===== src/fbba_pkg.sv =====
// ----------------------------------------------------------------------------
// fbba_pkg
// shared widths, codes and defaults of the free block bitmap allocator
// ----------------------------------------------------------------------------
package fbba_pkg;

    // fixed field widths
    localparam int CMD_W  = 2;
    localparam int BLK_W  = 16;
    localparam int CNT_W  = 17;
    localparam int STAT_W = 2;

    // parameter defaults
    localparam int BLOCK_COUNT_DEF   = 65536;
    localparam int RESERVED_TAIL_DEF = 8;
    localparam int MAP_WORD_BITS_DEF = 64;
    localparam int MAP_DEPTH_DEF     = 1024;
    localparam int MAP_ADDR_W_DEF    = 10;
    localparam int BIT_POS_W_DEF     = 6;

    // bits examined per cycle by the bit finder
    localparam int FIND_CHUNK = 8;
    localparam int FIND_IDX_W = 3;

    // reciprocal shift of the block number split
    localparam int DIV_SHIFT = 24;
    localparam int PROD_W    = 40;

    // command codes
    localparam logic [CMD_W-1:0] CMD_ALLOC   = 2'd0;
    localparam logic [CMD_W-1:0] CMD_REQUEST = 2'd1;
    localparam logic [CMD_W-1:0] CMD_RELEASE = 2'd2;

    // status codes
    localparam logic [STAT_W-1:0] STAT_OK     = 2'd0;
    localparam logic [STAT_W-1:0] STAT_IN_USE = 2'd1;
    localparam logic [STAT_W-1:0] STAT_FULL   = 2'd2;

endpackage


===== src/fbba_bit_find.sv =====
// ----------------------------------------------------------------------------
// fbba_bit_find
// lowest set bit of a word, one byte-wide chunk per cycle
// ----------------------------------------------------------------------------
module fbba_bit_find #(
    parameter int WIDTH = fbba_pkg::MAP_WORD_BITS_DEF,
    parameter int POS_W = fbba_pkg::BIT_POS_W_DEF
) (
    input  logic             clk,
    input  logic             rst_n,
    input  logic             start,
    input  logic [WIDTH-1:0] free_bits,
    output logic             done,
    output logic [POS_W-1:0] pos
);

    localparam int CH = fbba_pkg::FIND_CHUNK;

    logic [WIDTH-1:0]                  bits_reg;
    logic [POS_W-1:0]                  pos_reg;
    logic                              busy_reg;
    logic [fbba_pkg::FIND_IDX_W-1:0]   idx;
    logic                              hit;

    // priority encode the low chunk
    always_comb
    begin
        idx = '0;
        hit = 1'b0;
        for (int b = CH - 1; b >= 0; b--)
        begin
            if (bits_reg[b])
            begin
                idx = fbba_pkg::FIND_IDX_W'(b);
                hit = 1'b1;
            end
        end
    end

    always_ff @(posedge clk or negedge rst_n)
    begin
        if (!rst_n)
        begin
            busy_reg <= 1'b0;
        end
        else
        begin
            priority if (start)
            begin
                busy_reg <= 1'b1;
            end
            else if (busy_reg && hit)
            begin
                busy_reg <= 1'b0;
            end
            else
            begin
            end
        end
    end

    always_ff @(posedge clk)
    begin
        if (start)
        begin
            bits_reg <= free_bits;
            pos_reg  <= '0;
        end
        else if (busy_reg && !hit)
        begin
            bits_reg <= bits_reg >> CH;
            pos_reg  <= pos_reg + POS_W'(CH);
        end
    end

    assign done = busy_reg && hit;
    assign pos  = pos_reg + POS_W'(idx);

endmodule


===== config.mk =====
export PLATFORM = sky130hd
export DESIGN_NAME = fbba_bit_find
export DESIGN_NICKNAME = d
export VERILOG_FILES = /design/src/fbba_pkg.sv /design/src/fbba_bit_find.sv
export SDC_FILE = /design/constraint.sdc
export NUM_CORES = 1
export LEC_CHECK = 0
export ABC_CLOCK_PERIOD_IN_PS = 3700
export BUFFER_PORTS_ARGS = -buffer_cell sky130_fd_sc_hd__buf_2
export CAP_MARGIN = 0
export CORE_MARGIN = 4
export CORE_UTILIZATION = 45
export CTS_BUF_LIST = sky130_fd_sc_hd__clkbuf_4
export DETAILED_ROUTE_END_ITERATION = 7
export GPL_ROUTABILITY_DRIVEN = 1
export GPL_TIMING_DRIVEN = 0
export MAX_ROUTING_LAYER = met4
export PLACE_DENSITY = 0.66
export SETUP_SLACK_MARGIN = 0.3
export SYNTH_ARGS = -nofsm -noshare
export SYNTH_HDL_FRONTEND = slang
export SYNTH_SLANG_ARGS = --single-unit

===== constraint.sdc =====
create_clock -name clk -period 3.7 [get_ports clk]
set_input_delay 0.185 -clock clk [delete_from_list [all_inputs] [get_ports clk]]
set_output_delay 0.185 -clock clk [all_outputs]
set_load 0.02 [all_outputs]

==> Word-level counts from Yosys, hierarchy flattened <==
Cells that the tools add are included.
{ "totals": {"register_bits": 71, "in_bits": 67, "output_inout_bits": 7, "wordCells": 30} }
{ "classes": {"add_sub_neg": 2, "muxes": 20, "reduce_logical": 5} }
{ "op_table": {"columns": ["cell", "n"], "rows": [
  ["$mux 64", 2],
  ["$mux 3", 8],
  ["$mux 1", 10],
  ["$add 6x3->6", 1],
  ["$add 6x4->6 const B", 1],
  ["$reduce_bool 2->1", 2],
  ["$logic_and 1x1->1", 2],
  ["$logic_not 1->1", 1]
]} }

==> Logic depth before layout (Yosys ltp) <==
Gate-level depths: netlist of the first run.
{ "logic_depth": {"depth_word": 12, "depth_mapped": 4, "mapped_depth_nobuf": 4} }

==> Worst setup path after synthesis of the first run <==
No wires, ideal clock.
{ "synth_path": {"path_type": "reg-to-reg", "start": "register bits_reg[2]", "end": "register bits_reg[0], enable pin", "setup_ns": 0.424, "arrival_time_ns": 2.438, "required_ns": 3.276, "path_slack_ns": 0.838, "stages_incl_launch_ff": 4, "path_buffers": 0, "synth_period_minus_slack_ns": 2.862, "path_cell_list": "edfxtp_1 > nor4_2 > nand3_2 > or2b_1"} }
{ "synth_via": {"elab_chain_len": 6} }
{ "synth_rtl": {"columns": ["element", "line", "text"], "rows": [
  ["from (decl)", "fbba_bit_find.sv:19", "logic [WIDTH-1:0] bits_reg;"],
  ["from (signal assigned)", "fbba_bit_find.sv:66", "bits_reg <= free_bits;"],
  ["from (signal assigned)", "fbba_bit_find.sv:71", "bits_reg <= bits_reg >> CH;"],
  ["$mux 1 (3 in a row)", "fbba_bit_find.sv:32", "if (bits_reg[b])"],
  ["$logic_not 1->1", "fbba_bit_find.sv:69", "else if (busy_reg && !hit)"],
  ["$logic_and 1x1->1", "fbba_bit_find.sv:69", null],
  ["$reduce_bool 2->1 (no line)", null, null]
]} }
No other way between the ends.
A chain may end at the register's enable or synchronous reset.

==> Worst setup path after layout of the first run <==
{ "layout_path": {"start": "register bits_reg[4]", "end": "register bits_reg[2], enable pin"} }
{ "layout_via": {"elab_chain_len": 8} }
{ "layout_rtl": {"columns": ["element", "line"], "rows": [
  ["$mux 1 (5 in a row)", "fbba_bit_find.sv:32"],
  ["$logic_not 1->1", "fbba_bit_find.sv:69"],
  ["$logic_and 1x1->1", "fbba_bit_find.sv:69"],
  ["$reduce_bool 2->1 (no line)", null]
]} }
No other way between the ends.

==> metrics, run 1 <==
outcome complete, no violations; first drt pass iteration count 4; MaxCap Viol Count 0; Slew HR 0.424; CP startpoint kind register; GRT Total Usage 0.141; DR top layer met4; WL met1 ~1900 um; Final HPWL DP roughly 3500 um; Worst-Skew Late Latency 0.38 ns; skew final approximately 0.011 ns; final core occ 0.575; Crit path required time about 3.7 ns; Remaining Overflow, GRT 0; Starting Density 0.476; input/output buffers 72; 1st-iter DRT viols 97; syn nets 233; deepest clock path buffer count 2; WL final about 4900 um; CP cell instances nor4_2 > nand3_2 > or2b_4; sequential cell area fraction in the yosys report 0.691; HP Class input port to register; # DRC 0; vias in the first global route 1702; Die W a little under 90 um; Final Hold Vio Count 0; commonest non-fill, non-tap cell in the layout buf_2; largest net degree at the start of global routing 65; hold_sp free_bits[60]; Core Footprint 0.00610 mm^2; Nets 317; Ys Warns 0; FILL cells 522; cell area after synthesis 0.00290 mm^2; Hold WS just under 0.08 ns; Final Setup Violations 0; crit path DAT between 2 and 2.5 ns; number of H-tree levels 3; Clock Pin Slew Worst Setup and Hold Paths about 0.1 ns; hold-critical path endpoint bits_reg[60]; cell row count 28; Critical Path Max Stage Delay roughly 0.80 ns; CP Max Fanout 64; post-CTS sizing 0; setup bufs post-CTS 0; area of the multi-input gates 853 um^2; antenna violations before repair 0; Met3 Wirelength about 300 um; clk root buf clkbuf_4; R2R depth 3; Area Overhead vs Synth 20.8%; R2R setup slack 1.38 ns; Reg-to-Reg Start bits_reg[4]; Tmin final between 2 and 2.5 ns; Lkg Pwr 1.39 nW; die area between 0.007 and 0.008 mm^2; worst hold path depth 2; clock buffer count from CTS 9; critical path class register to register; vias about 1600; Yosys cell types 23; diode count 0; TritonCTS clock tree done; final slew viol count 0; CTS sink cnt 68; r2r endpoint bits_reg[2]; global placer's final weighted congestion roughly 0.67; max reg flops 64; CTS Hold Bufs 1; global-route wire length before repair 7690 um; I/O Pins 74; number of synthesized register bits 68; Mapped Cells roughly 170; pin slew with the least headroom to its limit about 0.86 ns; Power Density about 440 mW/mm^2; maximum vdd drop between 0.2 and 0.25 mV; Setup TNS 0 ns; Synth Area per Inst around 18 um^2; via/cell ratio 4.96; RSZ-0062 raised after global routing false; die height roughly 90 um; fin crit share 0.626; most frequent cells in the layout buf_2, edfxtp_1, mux2_2; CP max-delay cell or2b_4; metal2 WL between 2000 and 3000 um; register area 0.00201 mm^2; DRT antenna net count 0; layout cells sized above 1 0.610; Worst setup EP type register; maximum clock frequency 0.432 GHz; WL per Instance ~15 um
-- power breakdown --
part           total [mW]  switching (mW)  internal (mW)
Combinational       0.141          0.0587         0.0825
Clock               0.469           0.235          0.234
Sequential          0.921          0.0155          0.905
Total                1.53           0.309           1.22
-- through the flow --
| step | worst slack [ns] | total power, mW | area [um^2] | cells |
|---|---|---|---|---|
| final | 1.38 | 1.53 | 3510 | 329 |
| after global routing | 1.20 | 1.61 | 3510 | 329 |
| after CTS | 1.33 | 1.56 | 3510 | 329 |
| after detailed placement | 1.34 | 1.08 | 3360 | 312 |
| after global placement | 0.0864 | 1.08 | 3360 | 312 |
| after floorplan | 0.838 | 1.03 | 2900 | 165 |
-- how the worst max path moves through the flow --
stage | start | to
2_1_floorplan | bits_reg[2] | bits_reg[0]
3_3_place_gp | bits_reg[4] | bits_reg[45]
3_5_place_dp | bits_reg[4] | bits_reg[53]
4_1_cts | bits_reg[4] | bits_reg[20]
5_1_grt | bits_reg[1] | bits_reg[20]
6_report | bits_reg[4] | bits_reg[2]
-- area by class of cell --
class,instances,share of cell area
Sequential cell,68,0.572
Multi-Input combinational cell,87,0.243
Timing Repair Buffer,73,0.106
Clock buffer,13,0.0278
Tap cell,75,0.0268
Buffer,8,0.0111
Clock inverter,3,0.0107
Inverter,2,0.00214
-- cells in the mapped netlist (all sizes together) --
cell / instances / area (um^2)
nor3: 3 / 15.0
o21bai: 1 / 7.51
clkbuf: 1 / 3.75
and2b: 1 / 8.76
nor2: 4 / 17.5
nand4: 1 / 6.26
a21boi: 1 / 7.51
buf: 7 / 35.0
edfxtp: 64 / 1920
xor2: 2 / 17.5
ha: 1 / 12.5
inv: 2 / 7.51
mux2i: 1 / 10.0
nor4: 2 / 25.0
nand3: 1 / 10.0
nand2b: 1 / 6.26
dfrtp: 1 / 25.0
or2b: 2 / 15.0
mux2: 56 / 631
dfxtp: 3 / 60.1
a21oi: 2 / 10.0
and2: 8 / 50.1
-- metal layers --
layer | vias to the layer above | track usage
met3 | 9 | 0.0354
met1 | 773 | 0.157
met2 | 52 | 0.230
li1 | 799 | -
met5 | - | -
met4 | 0 | 0.0783
-- logic make-up after synthesis --
family,share of synthesized area
muxes,0.221
adders and majority gates,0.00431
buffers and inverters,0.0159
xor gates and xnor gates,0.00604
and+or+nand+nor,0.0530
DFF,0.691
AOI/OAI and AO/OA,0.00862
-- worst max-delay path: cells and delay by family (launching register included) --
kind             cells  cell delay [ns]
and+or+nand+nor      3             1.47
DFF                  1             0.43
No activity file was read; power rests on OpenSTA's default activity.
==> run 2, diff against run 1 <==
- ABC_CLOCK_PERIOD_IN_PS: 3700 -> 2100
- PLACE_DENSITY: 0.66 -> 0.69
- clock period: 3.7 -> 2.1 ns (I/O delays scaled with it)
==> run 2 against run 1 <==
Compared with the run above:
- utilization grew 13 points
- die area stayed put
- first-iteration DRC count down 11%
- routed wire length rose by 34%
==> metrics, run 2 (synthesis results as in run 1) <==
outcome complete, no violations; pin slew with the least headroom to its limit 0.500 ns; CP max-delay cell edfxtp_1; via/cell ratio just under 5; 1st-iter DRT viols 86; die height 88.3 um; Final HPWL DP between 3000 and 4000 um; skew final 0.00992 ns; vias between 1500 and 2000; Crit path required time ~2 ns; Lkg Pwr 1.74 nW; vias in the first global route ~2100; input/output buffers 72; cell row count 28; commonest non-fill, non-tap cell in the layout buf_2; DRT antenna net count 0; area of the multi-input gates roughly 960 um^2; CTS sink cnt 68; Tmin final 1.75 ns; deepest clock path buffer count 2; Final Setup Violations 0; placed cell area 0.00338 mm^2; layout cells sized above 1 0.508; met1 usage 0.196; fin cells about 410; # DRC 0; Core Footprint between 0.006 and 0.007 mm^2; M3 GR Usage 0.0410; diode count 0; Area Overhead vs Synth 48.7%; global placer's final weighted congestion ~0.7; most frequent cells in the layout buf_2, dlygate4sd3_1, edfxtp_1; number of H-tree levels 3; r2r endpoint bits_reg[13]; fin crit share 0.832; Critical Path Max Stage Delay 0.46 ns; worst hold path depth 3; final slew viol count 0; final core occ 0.708; global-route wire length before repair ~9900 um; antenna violations before repair 0; busiest grt layer met2; clk root buf clkbuf_4; Final Hold Vio Count 0; Slew HR 0.667; CP Max Fanout 3; met2 Use GR 0.317; hold-critical path endpoint bits_reg[32]; R2R depth 4; clock buffer count from CTS 9; Worst path most repeated cell a21oi_1; HP Class input port to register; WL final around 6500 um; I/O Pins 74; Remaining Overflow, GRT 0; Die W about 90 um; Nets approximately 390; crit path DAT ~1.6 ns; Total Power 2.94 mW; maximum vdd drop 0.471 mV; CP cell instances nand2b_1 > a21oi_1 > o21bai_1 > a21oi_1 > buf_2; first drt pass iteration count 4; max reg flops between 60 and 70; CP startpoint kind register; Starting Density 0.476; Bufs and invs on worst path 1; MaxCap Viol Count 0; largest net degree at the start of global routing 18; maximum clock frequency between 0.5 and 0.6 GHz; TritonCTS clock tree done; GRT Total Usage 0.180; CP delay by family, top flip-flops; Reg-to-Reg Start bits_reg[5]; R2R setup slack around 0.38 ns; Power Density 682 mW/mm^2; RSZ-0062 raised after global routing true; Clock Pin Slew Worst Setup and Hold Paths approximately 0.12 ns; register area approximately 0.002 mm^2; hold_sp start; die area between 0.007 and 0.008 mm^2; FILL cells approximately 420; critical path class register to output pin; Placed Cells approximately 310; Worst setup EP type output pin; final instance area between 0.004 and 0.005 mm^2; WL per Instance between 15 and 20 um; Worst-Skew Late Latency 0.40 ns
[run 2: cell count changes in the layout (fill, tap and decap cells not counted), sizes merged]
cell and change:
or2b +7, bufinv +1, buf +5, clkinv +2
dlygate4sd3 +65, clkbuf -3
[run 2: repair_timing]
action,in CTS,in global routing
setup endpoints to repair,65,66
gates cloned,7,0
hold endpoints to repair,52,13
hold buffers,53,13
setup buffers,2,3
resized for setup,4,5
pin swaps,2,2
[run 2: worst max-delay path by stage]
stage,slack [ns],from,end,cells after the start
6_report,0.35,bits_reg[6],pos[0],5
5_1_grt,0.23,bits_reg[6],pos[0],5
4_1_cts,0.30,bits_reg[2],bits_reg[18],3
3_5_place_dp,-0.17,bits_reg[0],bits_reg[57],3
3_3_place_gp,-0.15,bits_reg[0],bits_reg[49],3
2_1_floorplan,0.16,bits_reg[0],bits_reg[0],3
[run 2: stage by stage]
stage / hold WS (ns) / worst slack, ns / TNS, ns
2_1_floorplan: -0.191 / 0.161 / 0
3_3_place_gp: -0.117 / -0.145 / -9.10
3_5_place_dp: -0.116 / -0.174 / -10.95
4_1_cts: 0.000309 / 0.303 / 0
5_1_grt: 0.346 / 0.227 / 0
6_report: 0.363 / 0.353 / 0
[run 2: power breakdown]
group	internal (mW)	switching [mW]
logic	0.238	0.132
registers	1.59	0.0326
clock network	0.487	0.462
[run 2: layer usage]
| metal | share of wire | wire length, um | up-vias |
|---|---|---|---|
| li1 | - | - | 959 |
| met2 | 0.55 | 3600 | 61 |
| met3 | 0.046 | 302 | 10 |
| met5 | 0 | 0 | - |
| met1 | 0.39 | 2530 | 920 |
| met4 | 0.017 | 111 | 0 |
[run 2: layout make-up]
cell class | count | share of cell area
flip-flops and latches | 68 | 0.465
repair buffers | 143 | 0.245
multi-input cells | 94 | 0.222
well taps | 75 | 0.0217
clock inverters | 6 | 0.0183
clock buffers | 10 | 0.0174
plain buffers | 8 | 0.00899
inverters | 2 | 0.00174
[run 2: tightest hold or removal path, stage by stage]
cell and delay (ns):
buf_2 0.13, buf_2 0.20, mux2_2 0.24
==> run 3, diff against run 2 <==
- ABC_CLOCK_PERIOD_IN_PS: 2100 -> 1700
- PLACE_DENSITY: 0.69 -> 0.66
- clock period: 2.1 -> 1.7 ns (I/O delays scaled with it)
==> run 3 against run 2 <==
Compared with the run above:
- the flow now finishes with violations (setup timing)
- utilization grew 1.8 points
- hold slack lost 0.015 ns
- die area unchanged
- global-route usage grew 2.6 points
- highest routed layer unchanged
- first-iteration DRC count decreased by 17%
- register-to-register slack got worse by 0.41 ns
==> metrics, run 3 (synthesis results as in run 1) <==
Core Footprint between 0.006 and 0.007 mm^2; global-route wire length before repair 11200 um; pre-CTS setup slack -0.606 ns; Slew HR 0.636; CTS sink cnt 68; skew final 0.0110 ns; cell row count 28; Reg-to-Reg Start bits_reg[4]; CP delay by family, top simple AND/OR/NAND/NOR gates; 1st-iter DRT viols 71; outcome complete, but fails checks; global placer's final weighted congestion between 0.7 and 0.8; input/output buffers between 70 and 80; Final Setup Violations slightly above 40; die height a little under 90 um; clock buffer count from CTS 9; Critical Path Max Stage Delay 0.45 ns; hold_sp start; die area between 0.007 and 0.008 mm^2; Clock Pin Slew Worst Setup and Hold Paths about 0.10 ns; final critical-path setup slack -0.0307 ns; Worst-Skew Late Latency approximately 0.4 ns; Die W between 80 and 90 um; Tmin final ~1.7 ns; Crit path required time 1.80 ns; I/O Pins 74; worst hold path depth 3; most frequent cells in the layout buf_2, dlygate4sd3_1, edfxtp_1; pin slew with the least headroom to its limit ~0.55 ns; CP cell instances nor4_4 > buf_6 > buf_4 > nand3_4 > or2b_4; Total Power ~3.4 mW; stages on the worst setup path 5; final instance area 0.00442 mm^2; R2R depth 5; clk root buf clkbuf_4; Nets 403; CP Max Fanout 8; Remaining Overflow, GRT 0; vias between 2000 and 2500; crit path from bits_reg[4]; commonest non-fill, non-tap cell in the layout buf_2; vias in the first global route around 2400; deepest clock path buffer count 2; failing checks setup timing; Area Overhead vs Synth 52.4%; Final Hold Vio Count 0; WL per Instance 17.0 um; HP Class input port to register; Worst setup EP type register; TritonCTS clock tree done; RSZ-0062 raised after global routing true; CP startpoint kind register; largest net degree at the start of global routing 18; Power Density ~770 mW/mm^2; critical path class register to register; Starting Density 0.476; DRT antenna net count 0; layout cells sized above 1 0.538; antenna violations before repair 0; MaxCap Viol Count 0; via/cell ratio ~4.9; max reg flops 64; CP max-delay cell edfxtp_1; number of H-tree levels 3; crit path DAT ~1.8 ns; # DRC 0; Bufs and invs on worst path 2; Final HPWL DP approximately 3700 um; maximum vdd drop 0.475 mV; GRT Total Usage 0.207; maximum clock frequency roughly 0.58 GHz; diode count 0; first drt pass iteration count 4; fin crit share 1.02; WL final between 7000 and 8000 um; final slew viol count 0; Lkg Pwr about 1.8 nW; final core occ 0.726; placed cell area roughly 0.0034 mm^2
-- run 3: cell count changes in the layout (fill, tap and decap cells not counted), sizes merged --
cell / previous run / this run
bufinv: 2 / 0
clkbuf: 11 / 14
clkinv: 4 / 3
nand3: 1 / 2
buf: 84 / 92
-- run 3: repair_timing --
item	CTS	global route
hold buffers	66	0
buffers inserted	8	5
pin swaps	5	4
setup endpoints to repair	71	72
gates cloned	8	0
endpoints found under the hold margin	65	0
gates resized for setup	17	7
-- run 3: final timing paths --
kind / endpoint / slack, ns
hold / removal: bits_reg[6] / 0.35
setup / recovery: bits_reg[14] / -0.03
min in group asynchronous: busy_reg / 0.52
setup reg to reg: bits_reg[14] / -0.03
hold reg to reg: pos_reg[5] / 0.55
max in group asynchronous: busy_reg / 1.07
-- run 3: metrics by stage --
step                      hold slack, ns  setup TNS, ns  instances
final                              0.349         -0.764        415
after global routing               0.323          -6.18        415
after CTS                          0.325         -0.419        410
after detailed placement          -0.138         -38.63        312
after global placement            -0.137         -35.79        312
after floorplan                   -0.211         -15.33        165
-- run 3: final cells by class --
type | count | area (um^2)
inverters | 2 | 7.51
clock inverters | 3 | 13.8
repair buffers | 151 | 1160
plain buffers | 8 | 38.8
clock buffers | 13 | 97.6
multi-input cells | 95 | 1010
flip-flops and latches | 68 | 2010
well taps | 75 | 93.8
fillers | 427 | 1670
-- run 3: worst min-delay path: cells and delay by family --
family	cells	cell delay, ns
mux	1	0.19
buf+inv	2	0.37
-- run 3: power by group --
| part | switching [mW] | internal [mW] |
|---|---|---|
| logic | 0.179 | 0.320 |
| registers | 0.0429 | 1.97 |
| clock network | 0.525 | 0.359 |
-- run 3: routing by layer --
layer,vias to the layer above,GRT usage,part of all wire
met5,-,-,0
met4,0,0.0893,0.016
met3,9,0.0475,0.044
met2,61,0.372,0.56
met1,1002,0.215,0.38
li1,981,-,-
